--- src/sv/twspi_pkg.sv ---
// Shared types and constants for the three-wire 9-bit serial panel master.
package twspi_pkg;

   // Command codes carried in the mode field.
   localparam logic [1:0] MODE_TICK  = 2'd0;
   localparam logic [1:0] MODE_WRITE = 2'd1;
   localparam logic [1:0] MODE_READ  = 2'd2;
   localparam logic [1:0] MODE_TICK_ALT = 2'd3;

   // Register addresses that select a longer read.
   localparam logic [7:0] ADDR_READ_24   = 8'h04;
   localparam logic [7:0] ADDR_READ_32   = 8'h09;
   localparam logic [7:0] ADDR_READ_GRAM = 8'h2e;

   // Reset value of the phase length register.
   localparam logic [7:0] TICKS_PER_PHASE_RESET = 8'h01;

   // Register word indexes on the configuration port.
   localparam logic REG_TICKS_PER_PHASE = 1'b0;

   // Pin level bits: select, clock, data.
   localparam int PIN_CS  = 2;
   localparam int PIN_CLK = 1;
   localparam int PIN_SDO = 0;
   localparam logic [2:0] PINS_IDLE = 3'b100;

   typedef enum logic [4:0] {
      S_IDLE   = 5'd0,
      W_SETUP  = 5'd1,
      W_SEL    = 5'd2,
      W_FLAG   = 5'd3,
      W_FLAGHI = 5'd4,
      W_BLO    = 5'd5,
      W_BHI    = 5'd6,
      W_S1LO   = 5'd7,
      W_S1HI   = 5'd8,
      W_S2LO   = 5'd9,
      W_S2HI   = 5'd10,
      R_SETUP  = 5'd11,
      R_SEL    = 5'd12,
      R_FLAG   = 5'd13,
      R_FLAGHI = 5'd14,
      R_ALO    = 5'd15,
      R_AHI    = 5'd16,
      R_DUMLO  = 5'd17,
      R_DUMHI  = 5'd18,
      R_DLO    = 5'd19,
      R_DHI    = 5'd20,
      R_FRLO   = 5'd21,
      R_FRHI   = 5'd22,
      R_TAIL   = 5'd23,
      R_DESEL  = 5'd24
   } seq_step_type;

   typedef enum logic [1:0] {
      FMT_8    = 2'd0,
      FMT_24   = 2'd1,
      FMT_32   = 2'd2,
      FMT_GRAM = 2'd3
   } read_format_type;

   // One command or tick transaction.
   typedef struct packed {
      logic [1:0] mode;
      logic       dc_flag;
      logic [7:0] byte_value;
      logic       sdi;
   } req_item_type;

   // One result transaction.
   typedef struct packed {
      logic        cs_n;
      logic        sclk;
      logic        sdo;
      logic        busy_res;
      logic        done_res;
      logic [31:0] read_data;
   } rsp_item_type;

endpackage

--- src/sv/twspi_if.sv ---
// Valid/ready channel interfaces for command and result transactions.
interface twspi_req_if;
   logic       valid;
   logic       ready;
   logic [1:0] mode;
   logic       dc_flag;
   logic [7:0] byte_value;
   logic       sdi;

   modport source (output valid, mode, dc_flag, byte_value, sdi, input ready);
   modport sink (input valid, mode, dc_flag, byte_value, sdi, output ready);
endinterface

interface twspi_rsp_if;
   logic        valid;
   logic        ready;
   logic        cs_n;
   logic        sclk;
   logic        sdo;
   logic        busy_res;
   logic        done_res;
   logic [31:0] read_data;

   modport source (output valid, cs_n, sclk, sdo, busy_res, done_res, read_data,
                   input ready);
   modport sink (input valid, cs_n, sclk, sdo, busy_res, done_res, read_data,
                 output ready);
endinterface

--- src/sv/twspi_csr.sv ---
// APB-style configuration register block holding the phase length.
module twspi_csr
   import twspi_pkg::*;
(
   input  logic        clock,
   input  logic        reset,
   input  logic        psel,
   input  logic        penable,
   input  logic        pwrite,
   input  logic [2:0]  paddr,
   input  logic [31:0] pwdata,
   output logic [31:0] prdata,
   output logic        pready,
   output logic [7:0]  ticks_per_phase
);

   logic [7:0] ticks_ff;
   logic [7:0] ticks_in;
   logic       write_hit;

   // Only word zero holds a register; writes elsewhere are dropped.
   assign write_hit = psel && penable && pwrite && (paddr[2] == REG_TICKS_PER_PHASE);

   always_comb begin
      ticks_in = ticks_ff;
      if (write_hit) begin
         ticks_in = pwdata[7:0];
      end
   end

   always_ff @(posedge clock) begin
      if (reset) begin
         ticks_ff <= TICKS_PER_PHASE_RESET;
      end else begin
         ticks_ff <= ticks_in;
      end
   end

   assign pready          = 1'b1;
   assign prdata          = (paddr[2] == REG_TICKS_PER_PHASE) ? {24'd0, ticks_ff} : 32'd0;
   assign ticks_per_phase = ticks_ff;

endmodule

--- src/sv/twspi_seq.sv ---
// Pin sequencer: state registers and the single-pass next-state logic.
module twspi_seq
   import twspi_pkg::*;
(
   input  logic         clock,
   input  logic         reset,
   input  logic         advance,
   input  req_item_type item,
   input  logic [7:0]   ticks_per_phase,
   output rsp_item_type result
);

   seq_step_type    step_ff, step_in;
   logic [5:0]      bit_count_ff, bit_count_in;
   logic [7:0]      phase_count_ff, phase_count_in;
   logic [7:0]      out_shift_ff, out_shift_in;
   logic [31:0]     read_accum_ff, read_accum_in;
   read_format_type format_ff, format_in;
   logic [2:0]      pins_ff, pins_in;

   logic [7:0]      span;
   logic [7:0]      phase_next;
   logic [5:0]      bit_dec;
   logic            do_enter;
   logic            done;

   assign span       = (ticks_per_phase == 8'd0) ? 8'd1 : ticks_per_phase;
   assign phase_next = phase_count_ff + 8'd1;
   assign bit_dec    = bit_count_ff - 6'd1;

   // Next state for one transaction, then pin levels of the entered phase.
   always_comb begin
      step_in        = step_ff;
      bit_count_in   = bit_count_ff;
      phase_count_in = phase_count_ff;
      out_shift_in   = out_shift_ff;
      read_accum_in  = read_accum_ff;
      format_in      = format_ff;
      pins_in        = pins_ff;
      do_enter       = 1'b0;
      done           = 1'b0;

      if (step_ff == S_IDLE) begin
         if (item.mode == MODE_WRITE) begin
            out_shift_in   = item.byte_value;
            bit_count_in   = {5'd0, item.dc_flag};
            phase_count_in = 8'd0;
            step_in        = W_SETUP;
            do_enter       = 1'b1;
         end else if (item.mode == MODE_READ) begin
            out_shift_in   = item.byte_value;
            bit_count_in   = 6'd0;
            phase_count_in = 8'd0;
            read_accum_in  = 32'd0;
            case (item.byte_value)
               ADDR_READ_24:   format_in = FMT_24;
               ADDR_READ_32:   format_in = FMT_32;
               ADDR_READ_GRAM: format_in = FMT_GRAM;
               default:        format_in = FMT_8;
            endcase
            step_in  = R_SETUP;
            do_enter = 1'b1;
         end
      end else if (item.mode inside {MODE_TICK, MODE_TICK_ALT}) begin
         if (phase_next >= span) begin
            // Phase is over: pick the next phase.
            phase_count_in = 8'd0;
            do_enter       = 1'b1;
            case (step_ff)
               W_SETUP:  step_in = W_SEL;
               W_SEL:    step_in = W_FLAG;
               W_FLAG:   step_in = W_FLAGHI;
               W_FLAGHI: begin
                  bit_count_in = 6'd8;
                  step_in      = W_BLO;
               end
               W_BLO:    step_in = W_BHI;
               W_BHI: begin
                  out_shift_in = {out_shift_ff[6:0], 1'b0};
                  bit_count_in = bit_dec;
                  step_in      = (bit_dec != 6'd0) ? W_BLO : W_S1LO;
               end
               W_S1LO:   step_in = W_S1HI;
               W_S1HI:   step_in = W_S2LO;
               W_S2LO:   step_in = W_S2HI;
               R_SETUP:  step_in = R_SEL;
               R_SEL:    step_in = R_FLAG;
               R_FLAG:   step_in = R_FLAGHI;
               R_FLAGHI: begin
                  bit_count_in = 6'd8;
                  step_in      = R_ALO;
               end
               R_ALO:    step_in = R_AHI;
               R_AHI: begin
                  out_shift_in = {out_shift_ff[6:0], 1'b0};
                  bit_count_in = bit_dec;
                  if (bit_dec != 6'd0) begin
                     step_in = R_ALO;
                  end else begin
                     case (format_ff)
                        FMT_24: begin
                           bit_count_in = 6'd24;
                           step_in      = R_DUMLO;
                        end
                        FMT_32: begin
                           bit_count_in = 6'd32;
                           step_in      = R_DUMLO;
                        end
                        FMT_GRAM: begin
                           bit_count_in = 6'd24;
                           step_in      = R_FRLO;
                        end
                        default: begin
                           bit_count_in = 6'd8;
                           step_in      = R_DLO;
                        end
                     endcase
                  end
               end
               R_DUMLO:  step_in = R_DUMHI;
               R_DUMHI:  step_in = R_DLO;
               R_DLO: begin
                  read_accum_in = {read_accum_ff[30:0], item.sdi};
                  if (format_ff == FMT_GRAM) begin
                     read_accum_in[31:16] = 16'd0;
                  end
                  step_in = R_DHI;
               end
               R_DHI: begin
                  bit_count_in = bit_dec;
                  if (bit_dec == 6'd0) begin
                     step_in = R_TAIL;
                  end else if (format_ff == FMT_GRAM && bit_dec[2:0] == 3'd0) begin
                     step_in = R_FRLO;
                  end else begin
                     step_in = R_DLO;
                  end
               end
               R_FRLO:   step_in = R_FRHI;
               R_FRHI:   step_in = R_DLO;
               R_TAIL:   step_in = R_DESEL;
               default: begin
                  // Final stop or deselect phase ended: the transfer is done.
                  step_in  = S_IDLE;
                  do_enter = 1'b0;
                  done     = 1'b1;
               end
            endcase
         end else begin
            phase_count_in = phase_next;
         end
      end

      // Pin levels applied at the start of the entered phase.
      if (do_enter) begin
         case (step_in)
            W_SETUP, R_SETUP: pins_in = PINS_IDLE;
            W_SEL, R_SEL:     pins_in[PIN_CS] = 1'b0;
            W_FLAG:           pins_in[PIN_SDO] = bit_count_in[0];
            R_FLAG:           pins_in[PIN_SDO] = 1'b0;
            W_BLO, R_ALO: begin
               pins_in[PIN_CLK] = 1'b0;
               pins_in[PIN_SDO] = out_shift_in[7];
            end
            W_S1LO: begin
               pins_in[PIN_CS]  = 1'b1;
               pins_in[PIN_CLK] = 1'b0;
            end
            W_S2LO, R_DUMLO, R_DLO, R_TAIL: pins_in[PIN_CLK] = 1'b0;
            R_FRLO: begin
               pins_in[PIN_CLK] = 1'b0;
               pins_in[PIN_SDO] = 1'b0;
            end
            R_DESEL:          pins_in[PIN_CS] = 1'b1;
            default:          pins_in[PIN_CLK] = 1'b1;
         endcase
      end
   end

   // State registers advance once per transaction.
   always_ff @(posedge clock) begin
      if (reset) begin
         step_ff        <= S_IDLE;
         bit_count_ff   <= 6'd0;
         phase_count_ff <= 8'd0;
         out_shift_ff   <= 8'd0;
         read_accum_ff  <= 32'd0;
         format_ff      <= FMT_8;
         pins_ff        <= PINS_IDLE;
      end else if (advance) begin
         step_ff        <= step_in;
         bit_count_ff   <= bit_count_in;
         phase_count_ff <= phase_count_in;
         out_shift_ff   <= out_shift_in;
         read_accum_ff  <= read_accum_in;
         format_ff      <= format_in;
         pins_ff        <= pins_in;
      end
   end

   assign result.cs_n      = pins_in[PIN_CS];
   assign result.sclk      = pins_in[PIN_CLK];
   assign result.sdo       = pins_in[PIN_SDO];
   assign result.busy_res  = (step_in != S_IDLE);
   assign result.done_res  = done;
   assign result.read_data = read_accum_in;

endmodule

--- src/sv/three_wire_9bit_spi_panel_master.sv ---
// Top level of the three-wire 9-bit serial panel master.
//
// Each request transaction is either a tick of time (mode 0 or 3) or a
// command (mode 1 write, mode 2 read). Every request yields exactly one
// response transaction carrying the chip select, clock and data pin levels,
// busy and done flags, and the read accumulator. Ticks advance the pin
// sequence; a phase lasts ticks_per_phase ticks. Commands arriving during a
// transfer are dropped and do not count as ticks.
// A request passes an input register, then one pass of sequencer logic that
// updates the state and loads the response register. One request is
// accepted per cycle while the response receiver keeps up.
// When the response receiver stalls, the response register holds and the
// input register fills; req ready then falls until the response is taken.
// Synchronous reset empties both registers, returns the sequencer to idle
// with select high, clock and data low, and sets ticks_per_phase to 1.
// The phase length register sits at byte address 0 of the APB-style port;
// pready is always high and ticks_per_phase of 0 acts as 1.
module three_wire_9bit_spi_panel_master
   import twspi_pkg::*;
(
   input  logic        clock,
   input  logic        reset,
   twspi_req_if.sink   req_ch,
   twspi_rsp_if.source rsp_ch,
   input  logic        psel,
   input  logic        penable,
   input  logic        pwrite,
   input  logic [2:0]  paddr,
   input  logic [31:0] pwdata,
   output logic [31:0] prdata,
   output logic        pready
);

   logic         in_valid_ff, in_valid_in;
   req_item_type in_item_ff, in_item_in;
   logic         out_valid_ff, out_valid_in;
   rsp_item_type out_item_ff, out_item_in;
   logic         advance;
   logic         req_take;
   logic [7:0]   ticks_per_phase;
   rsp_item_type seq_result;

   twspi_csr u_csr (
      .clock           (clock),
      .reset           (reset),
      .psel            (psel),
      .penable         (penable),
      .pwrite          (pwrite),
      .paddr           (paddr),
      .pwdata          (pwdata),
      .prdata          (prdata),
      .pready          (pready),
      .ticks_per_phase (ticks_per_phase)
   );

   twspi_seq u_seq (
      .clock           (clock),
      .reset           (reset),
      .advance         (advance),
      .item            (in_item_ff),
      .ticks_per_phase (ticks_per_phase),
      .result          (seq_result)
   );

   // The held request moves on when the response register is free or being taken.
   assign advance      = in_valid_ff && (!out_valid_ff || rsp_ch.ready);
   assign req_ch.ready = !in_valid_ff || advance;
   assign req_take     = req_ch.valid && req_ch.ready;

   always_comb begin
      in_valid_in = in_valid_ff;
      in_item_in  = in_item_ff;
      if (req_take) begin
         in_valid_in           = 1'b1;
         in_item_in.mode       = req_ch.mode;
         in_item_in.dc_flag    = req_ch.dc_flag;
         in_item_in.byte_value = req_ch.byte_value;
         in_item_in.sdi        = req_ch.sdi;
      end else if (advance) begin
         in_valid_in = 1'b0;
      end
   end

   always_comb begin
      out_valid_in = out_valid_ff;
      out_item_in  = out_item_ff;
      if (advance) begin
         out_valid_in = 1'b1;
         out_item_in  = seq_result;
      end else if (rsp_ch.ready) begin
         out_valid_in = 1'b0;
      end
   end

   // Control flags reset; payload registers simply follow.
   always_ff @(posedge clock) begin
      if (reset) begin
         in_valid_ff  <= 1'b0;
         out_valid_ff <= 1'b0;
      end else begin
         in_valid_ff  <= in_valid_in;
         out_valid_ff <= out_valid_in;
      end
   end

   always_ff @(posedge clock) begin
      in_item_ff  <= in_item_in;
      out_item_ff <= out_item_in;
   end

   assign rsp_ch.valid     = out_valid_ff;
   assign rsp_ch.cs_n      = out_item_ff.cs_n;
   assign rsp_ch.sclk      = out_item_ff.sclk;
   assign rsp_ch.sdo       = out_item_ff.sdo;
   assign rsp_ch.busy_res  = out_item_ff.busy_res;
   assign rsp_ch.done_res  = out_item_ff.done_res;
   assign rsp_ch.read_data = out_item_ff.read_data;

endmodule
--- src/flat_wrapper.sv ---
// flat-port wrapper written by rule: the top's interface ports become plain ports
module three_wire_9bit_spi_panel_master_flat import twspi_pkg::*;
  (clock, reset, psel, penable, pwrite, paddr, pwdata, prdata, pready, req_ch_valid, req_ch_mode, req_ch_dc_flag, req_ch_byte_value, req_ch_sdi, req_ch_ready, rsp_ch_valid, rsp_ch_cs_n, rsp_ch_sclk, rsp_ch_sdo, rsp_ch_busy_res, rsp_ch_done_res, rsp_ch_read_data, rsp_ch_ready);
  twspi_req_if req_ch_i ();
  twspi_rsp_if rsp_ch_i ();
  input  logic clock;
  input  logic reset;
  input  logic psel;
  input  logic penable;
  input  logic pwrite;
  input  logic [2:0] paddr;
  input  logic [31:0] pwdata;
  output logic [31:0] prdata;
  output logic pready;
  input wire logic [$bits(req_ch_i.valid)-1:0] req_ch_valid;
  input wire logic [$bits(req_ch_i.mode)-1:0] req_ch_mode;
  input wire logic [$bits(req_ch_i.dc_flag)-1:0] req_ch_dc_flag;
  input wire logic [$bits(req_ch_i.byte_value)-1:0] req_ch_byte_value;
  input wire logic [$bits(req_ch_i.sdi)-1:0] req_ch_sdi;
  output wire logic [$bits(req_ch_i.ready)-1:0] req_ch_ready;
  output wire logic [$bits(rsp_ch_i.valid)-1:0] rsp_ch_valid;
  output wire logic [$bits(rsp_ch_i.cs_n)-1:0] rsp_ch_cs_n;
  output wire logic [$bits(rsp_ch_i.sclk)-1:0] rsp_ch_sclk;
  output wire logic [$bits(rsp_ch_i.sdo)-1:0] rsp_ch_sdo;
  output wire logic [$bits(rsp_ch_i.busy_res)-1:0] rsp_ch_busy_res;
  output wire logic [$bits(rsp_ch_i.done_res)-1:0] rsp_ch_done_res;
  output wire logic [$bits(rsp_ch_i.read_data)-1:0] rsp_ch_read_data;
  input wire logic [$bits(rsp_ch_i.ready)-1:0] rsp_ch_ready;
  assign req_ch_i.valid = req_ch_valid;
  assign req_ch_i.mode = req_ch_mode;
  assign req_ch_i.dc_flag = req_ch_dc_flag;
  assign req_ch_i.byte_value = req_ch_byte_value;
  assign req_ch_i.sdi = req_ch_sdi;
  assign req_ch_ready = req_ch_i.ready;
  assign rsp_ch_valid = rsp_ch_i.valid;
  assign rsp_ch_cs_n = rsp_ch_i.cs_n;
  assign rsp_ch_sclk = rsp_ch_i.sclk;
  assign rsp_ch_sdo = rsp_ch_i.sdo;
  assign rsp_ch_busy_res = rsp_ch_i.busy_res;
  assign rsp_ch_done_res = rsp_ch_i.done_res;
  assign rsp_ch_read_data = rsp_ch_i.read_data;
  assign rsp_ch_i.ready = rsp_ch_ready;
  three_wire_9bit_spi_panel_master u_core (.clock(clock), .reset(reset), .req_ch(req_ch_i), .rsp_ch(rsp_ch_i), .psel(psel), .penable(penable), .pwrite(pwrite), .paddr(paddr), .pwdata(pwdata), .prdata(prdata), .pready(pready));
endmodule
--- config.mk ---
export PLATFORM = sky130hd
export DESIGN_NAME = three_wire_9bit_spi_panel_master_flat
export DESIGN_NICKNAME = d
export VERILOG_FILES = /design/src/sv/twspi_pkg.sv /design/src/sv/twspi_if.sv /design/src/sv/twspi_csr.sv /design/src/sv/twspi_seq.sv /design/src/sv/three_wire_9bit_spi_panel_master.sv /design/src/flat_wrapper.sv
export SDC_FILE = /design/constraint.sdc
export NUM_CORES = 1
export LEC_CHECK = 0
export BUFFER_PORTS_ARGS = -buffer_cell sky130_fd_sc_hd__buf_2
export CORE_ASPECT_RATIO = 1.5
export CORE_MARGIN = 1.5
export CORE_UTILIZATION = 55
export DETAILED_ROUTE_END_ITERATION = 10
export PLACE_DENSITY = 0.91
export SETUP_SLACK_MARGIN = 0.02
export SYNTH_ARGS = -nofsm -noshare
export SYNTH_HDL_FRONTEND = slang
export SYNTH_SLANG_ARGS = --single-unit
--- constraint.sdc ---
create_clock -name clock -period 4.93 [get_ports clock]
set_input_delay 0.986 -clock clock [delete_from_list [all_inputs] [get_ports clock]]
set_output_delay 0.986 -clock clock [all_outputs]
set_load 0.005 [all_outputs]
== Word level (Yosys, flattened, before mapping) ==
Index checks and enable logic that the tools add are counted.

* Bits in registers: 123
* Bits of input ports: 54
* Output and inout bits: 72
* Word-level logic and storage cells: 173

* Add/subtract/negate cells: 2
* Magnitude comparators: 1
* Equality and inequality tests: 47
* Muxes and demuxes: 55
* Bitwise gates (word level): 4
* Reduce and logical (&&, ||, !) cells: 42

{| class="wikitable"
|+ Operators by type and width
! operator !! number
|-
| 32-bit two-way mux || 6
|-
| 5-bit case mux with 21 select lines || 1
|-
| 8-bit two-way mux || 13
|-
| 5-bit == test, second input constant || 13
|-
| 5-bit by 4-bit == test with 1-bit output, second input constant || 12
|-
| 6-bit two-way mux || 6
|-
| 5-bit by 3-bit == test with 1-bit output, second input constant || 6
|-
| 5-bit two-way mux || 6
|-
| 22-bit OR reduction || 1
|-
| 5-bit by 2-bit == test with 1-bit output, second input constant || 4
|-
| 6-bit case mux with 3 select lines || 1
|-
| 16-bit two-way mux || 1
|-
| 2-bit OR reduction || 8
|-
| 6-bit case mux with 2 select lines || 1
|-
| 2-bit nonzero test || 6
|-
| 1-bit two-way mux || 11
|-
| 5-bit by 1-bit == test with 1-bit output, second input constant || 2
|-
| 5-bit AND reduction || 2
|-
| 10-bit OR reduction || 1
|-
| 3-bit two-way mux || 3
|-
| 8-bit by 1-bit adder with 8-bit output, second input constant || 1
|-
| 2-bit == test, second input constant || 4
|-
| 8-bit by 3-bit == test with 1-bit output, second input constant || 1
|-
| 8-bit by 4-bit == test with 1-bit output, second input constant || 1
|-
| other kinds (27) || 40
|}

== Depth between registers and ports, before layout ==
* Word-level depth: 13
* Mapped depth: 17
* Depth with buffers taken out: 14

== Modules after synthesis ==
From an unflattened synthesis, not the netlist that was laid out.

* Cells, all modules: 692
* Area, all modules: 6618.8 um^2

{| class="wikitable"
|+ Modules (own cells, without submodules)
! module !! instances !! cells each !! area each (um^2) !! sequential area each (um^2)
|-
| twspi_seq || 1 || 563 || 4418.0 || 1281.2
|-
| three_wire_9bit_spi_panel_master || 1 || 59 || 1575.3 || 1511.4
|-
| twspi_csr || 1 || 70 || 625.6 || 160.2
|}

== Worst setup path after synthesis ==
Ideal clock, no wire load.

* Path type: register to register
* From: register u_core.u_seq.phase_count_ff[2]
* To: register u_core.out_item_ff, in the netlist u_core.rsp_ch.sdo, data pin
* Setup time: 0.260 ns
* Data arrival time: 3.208 ns
* Data required time: 4.670 ns
* Slack: 1.461 ns
* Cell stages (with the launch flop): 16
* Path buffers: 1
* Clock period less this slack: 3.469 ns
* Cells stage by stage: dfxtp_1 -> nand3_1 -> nor2_1 -> nand3_1 -> xnor2_1 -> ha_1 -> nand2_1 -> a211o_1 -> o21a_1 -> buf_2 -> a2111oi_2 -> nor2_1 -> nor2_2 -> o22a_2 -> nor2_2 -> mux2_4

{| class="wikitable"
|+ RTL lines
! item !! RTL line !! RTL
|-
| start, declared || twspi_seq.sv:15 || <nowiki>logic [7:0] phase_count_ff, phase_count_in;</nowiki>
|-
| start signal, assigned || twspi_seq.sv:193 || <nowiki>phase_count_ff <= phase_count_in;</nowiki>
|-
| end signal, assigned || three_wire_9bit_spi_panel_master.sv:108 || <nowiki>out_item_ff <= out_item_in;</nowiki>
|-
| end, declared || three_wire_9bit_spi_panel_master.sv:37 || <nowiki>rsp_item_type out_item_ff, out_item_in;</nowiki>
|}

==> key figures <==
Outcome
  • Status: complete, no violations

Timing
  • Setup WS post-layout: approximately 720 ps
  • Slew Limit Fails: 0
  • Final setup viols: 0
  • Clock skew: 6.27 ps
  • Setup TNS: 0 ps
  • Slew headroom: 0.363
  • Final period utilization: 0.854
  • Worst-margin pin slew: between 900 and 1000 ps
  • Max Clk Rate: about 240 MHz
  • Min cycle time layout: approximately 4200 ps
  • RSZ-0062 raised after global routing: false
  • Final hold violations: 0

Place
  • Post-DP HPWL: between 8 and 9 mm
  • Worst slack at placement: 795 ps
  • GPL Wtd Cong: slightly above 0.9
  • Number of port buffers: between 70 and 80

Job
  • Maxcap violations: 0

Clock tree
  • Post-CTS Setup Bufs: 0
  • CTS tree: done
  • Clock slew seen by the registers of the worst setup and hold paths: around 60 ps
  • Hold_buf cts: 0
  • Clock root cell: clkbuf_16
  • Clock buffer depth: 2
  • CTS sink count: around 120
  • Latest clock arrival within the worst-skew pair: approximately 420 ps
  • CTS resizes: 0
  • CTS H-tree depth: 4
  • TritonCTS Buffers: 17

Power and ir drop
  • Cell Pwr Density: approximately 380 nW/um^2
  • Switching share of power: 0.250
  • Leakage: about 2.7 nW
  • Combinational group share of total power: 0.110
  • Internal power: just over 0.002 W
  • NetSw: 0.000685 W
  • Reg power frac: 0.409
  • Clock share of power: 0.481
  • Max IR drop VDD: 0.000332 V

Drt
  • DRC errors left: 0
  • WL final: 13.7 mm
  • Via count: 5,395
  • First-pass iteration count of the detailed router: 6
  • Mean number of vias per cell: between 5 and 6
  • Antenna-violating nets left: 0
  • Iter 0 DRT Violations: ~600
  • Routed length per instance: approximately 15 um

Synth
  • Post-synth top area share: 0.236
  • Post-synthesis mux area share: 0.0106
  • Syn Inst Count: between 700 and 800
  • Synth area leader: dfxtp_1
  • Post-Synth XOR/XNOR Area: 0.0181
  • Ranking of synthesized cells by area: dfxtp_1 24%, edfxtp_1 23%, nand2_1 8.2%, a21oi_1 5.1%, nor2_1 3.5%
  • Post-synthesis cell type count: 75
  • FFs w/ async S/R, synth: 0
  • Synthesized area per cell: ~9.0 um^2
  • #FFs+latches synth: 123
  • Mapped Area: 6270 um^2
  • Area fraction in compound gates after synthesis: 0.179
  • Post-synth EDFFs: 49
  • Synth Area in Simple Gates: 0.222
  • Seq/Total Area, Yosys: 0.471
  • Post-Synth Adder-Cell Area: 0.0259
  • Most used DFF post-synth: dfxtp_1
  • Count of warnings emitted by yosys: 0
  • Dominant combinational cell family by area after synthesis: simple AND/OR/NAND/NOR gates

GRT
  • Total gr overflow: 0
  • Initial antenna violation count: 0
  • First-pass GRT wire length: between 20 and 25 mm
  • Largest net degree at the start of global routing: between 70 and 80
  • Vias in the first global route: between 4,000 and 5,000
  • All-layer global routing usage: 0.232

Worst setup path
  • Worst path arrival time: between 4000 and 5000 ps
  • CP Max Fanout: 18
  • Setup crit start kind: register
  • Req. time, crit path: 5270 ps
  • CP endpoint kind: register
  • Setup CP Type: reg2reg

Floorplan
  • Initial Util: 0.568
  • Top-Level Pins: roughly 130
  • Die Width: approximately 90 um
  • Die ar.: roughly 12,000 um^2
  • Rows: 47
  • Core area: between 10,000 and 15,000 um^2
  • Die Y-Extent: 134 um

Hold path
  • Hold WC Path Type: reg2reg

Final layout
  • Commonest cells after routing, fill and taps aside: 137 x nand2_1, 74 x buf_2, 74 x dfxtp_1
  • Area growth syn-to-layout: 14.8%
  • Layout cells sized above 1: 0.184
  • Most common cell after layout, fill and taps aside: nand2_1
  • Nets: 825
  • Ant diodes: 0
## Yosys cell counts (all sizes together), types with 3 or more instances
cell type / number
o31ai: 3
xnor2: 8
nor4b: 3
buf: 39
inv: 18
o21a: 3
nand2b: 6
nand4b: 3
mux2i: 4
ha: 13
nand2: 139
clkbuf: 24
nand3: 27
edfxtp: 49
or3: 6
and3: 3
dfxtp: 74
o211ai: 3
a31oi: 7
a21oi: 65
nor2b: 8
nor4: 8
o21ai: 21
a22oi: 10
nor2: 61
xor2: 5
a32o: 3
or4: 3
a211o: 4
a22o: 16
and2: 5
a211oi: 11
nor3: 22
## critical path: stages (launching register included)
cell and delay [ps]:
dfxtp_1 400, nand3_1 160, nor2_1 210, nand3_1 120
xnor2_1 160, ha_1 300, nand2_1 80, a211o_1 260
o21ai_2 320, nand2_4 110, or4_1 860, a21oi_2 640
a22o_1 260, nand2_1 60, a21oi_1 180
## state kept, by name, indices dropped and copies added (netlist names)
| name | cells |
|---|---|
| u_core.in_item_ff | 12 |
| u_core.in_valid_ff | 1 |
| u_core.rsp_ch.busy_res | 1 |
| u_core.rsp_ch.cs_n | 1 |
| u_core.rsp_ch.done_res | 1 |
| u_core.rsp_ch.read_data | 32 |
| u_core.rsp_ch.sclk | 1 |
| u_core.rsp_ch.sdo | 1 |
| u_core.rsp_ch.valid | 1 |
| u_core.u_csr.ticks_per_phase | 8 |
| u_core.u_seq.bit_count_ff | 6 |
| u_core.u_seq.format_ff | 2 |
| u_core.u_seq.out_shift_ff | 8 |
| u_core.u_seq.phase_count_ff | 8 |
| u_core.u_seq.pins_ff | 3 |
| u_core.u_seq.read_accum_ff | 32 |
| u_core.u_seq.step_ff | 5 |
## final cells by class
class / instances / area, um^2
multi-input cells: 519 / 2960
clock buffers: 18 / 439
well taps: 147 / 184
repair buffers: 78 / 400
fillers: 844 / 3850
clock inverters: 14 / 193
flip-flops and latches: 123 / 2950
inverters: 19 / 71.3
## stage by stage
step           hold slack [ps]  instance area, um^2  total power (W)   util  std cells
5_1_grt                    471                 7200          0.00283  0.651        918
6_report                   454                 7200          0.00274  0.651        918
2_1_floorplan              436                 6360          0.00137      -        724
3_5_place_dp               447                 6570          0.00143  0.594        886
3_3_place_gp               442                 6570          0.00143  0.594        886
4_1_cts                    454                 7200          0.00275  0.651        918
## cells by family after synthesis
| kind of cell | count (synthesis) |
|---|---|
| simple gates | 299 |
| compound gates | 163 |
| flops | 123 |
| buf+inv | 82 |
| fa+ha+maj | 13 |
| xor+xnor | 13 |
| mux | 6 |
| other cells | 2 |
## path summary, 6_finish.rpt
kind	depth (start not counted)	to	slack (ps)	startpoint
setup reg to reg	14	u_core.u_seq.read_accum_ff[31]$_SDFFE_PP0P_	720	u_core.u_seq.phase_count_ff[2]$_SDFFE_PP0P_
hold reg to reg	2	u_core.u_csr.ticks_per_phase[1]$_SDFFE_PP0P_	450	u_core.u_csr.ticks_per_phase[1]$_SDFFE_PP0P_
setup / recovery	14	u_core.u_seq.read_accum_ff[31]$_SDFFE_PP0P_	720	u_core.u_seq.phase_count_ff[2]$_SDFFE_PP0P_
hold / removal	2	u_core.u_csr.ticks_per_phase[1]$_SDFFE_PP0P_	450	u_core.u_csr.ticks_per_phase[1]$_SDFFE_PP0P_
## routing by layer
metal | GRT usage | part of all wire | vias up
met1 | 0.251 | 0.37 | 2496
met4 | 0.119 | 0.033 | 0
met3 | 0.0578 | 0.079 | 51
met2 | 0.417 | 0.52 | 292
li1 | - | - | 2556
met5 | 0 | 0 | -
## power by group through the flow
| stage | sequential [W] | clock, W | combinational, W |
|---|---|---|---|
| floorplan | 0.00113 | 0 | 0.000244 |
| global placement | 0.00114 | 0 | 0.000287 |
| detailed placement | 0.00114 | 0 | 0.000294 |
| CTS | 0.00112 | 0.00133 | 0.000299 |
| global route | 0.00112 | 0.00138 | 0.000330 |
| finish | 0.00112 | 0.00132 | 0.000303 |
No activity file was read; power rests on OpenSTA's default activity.
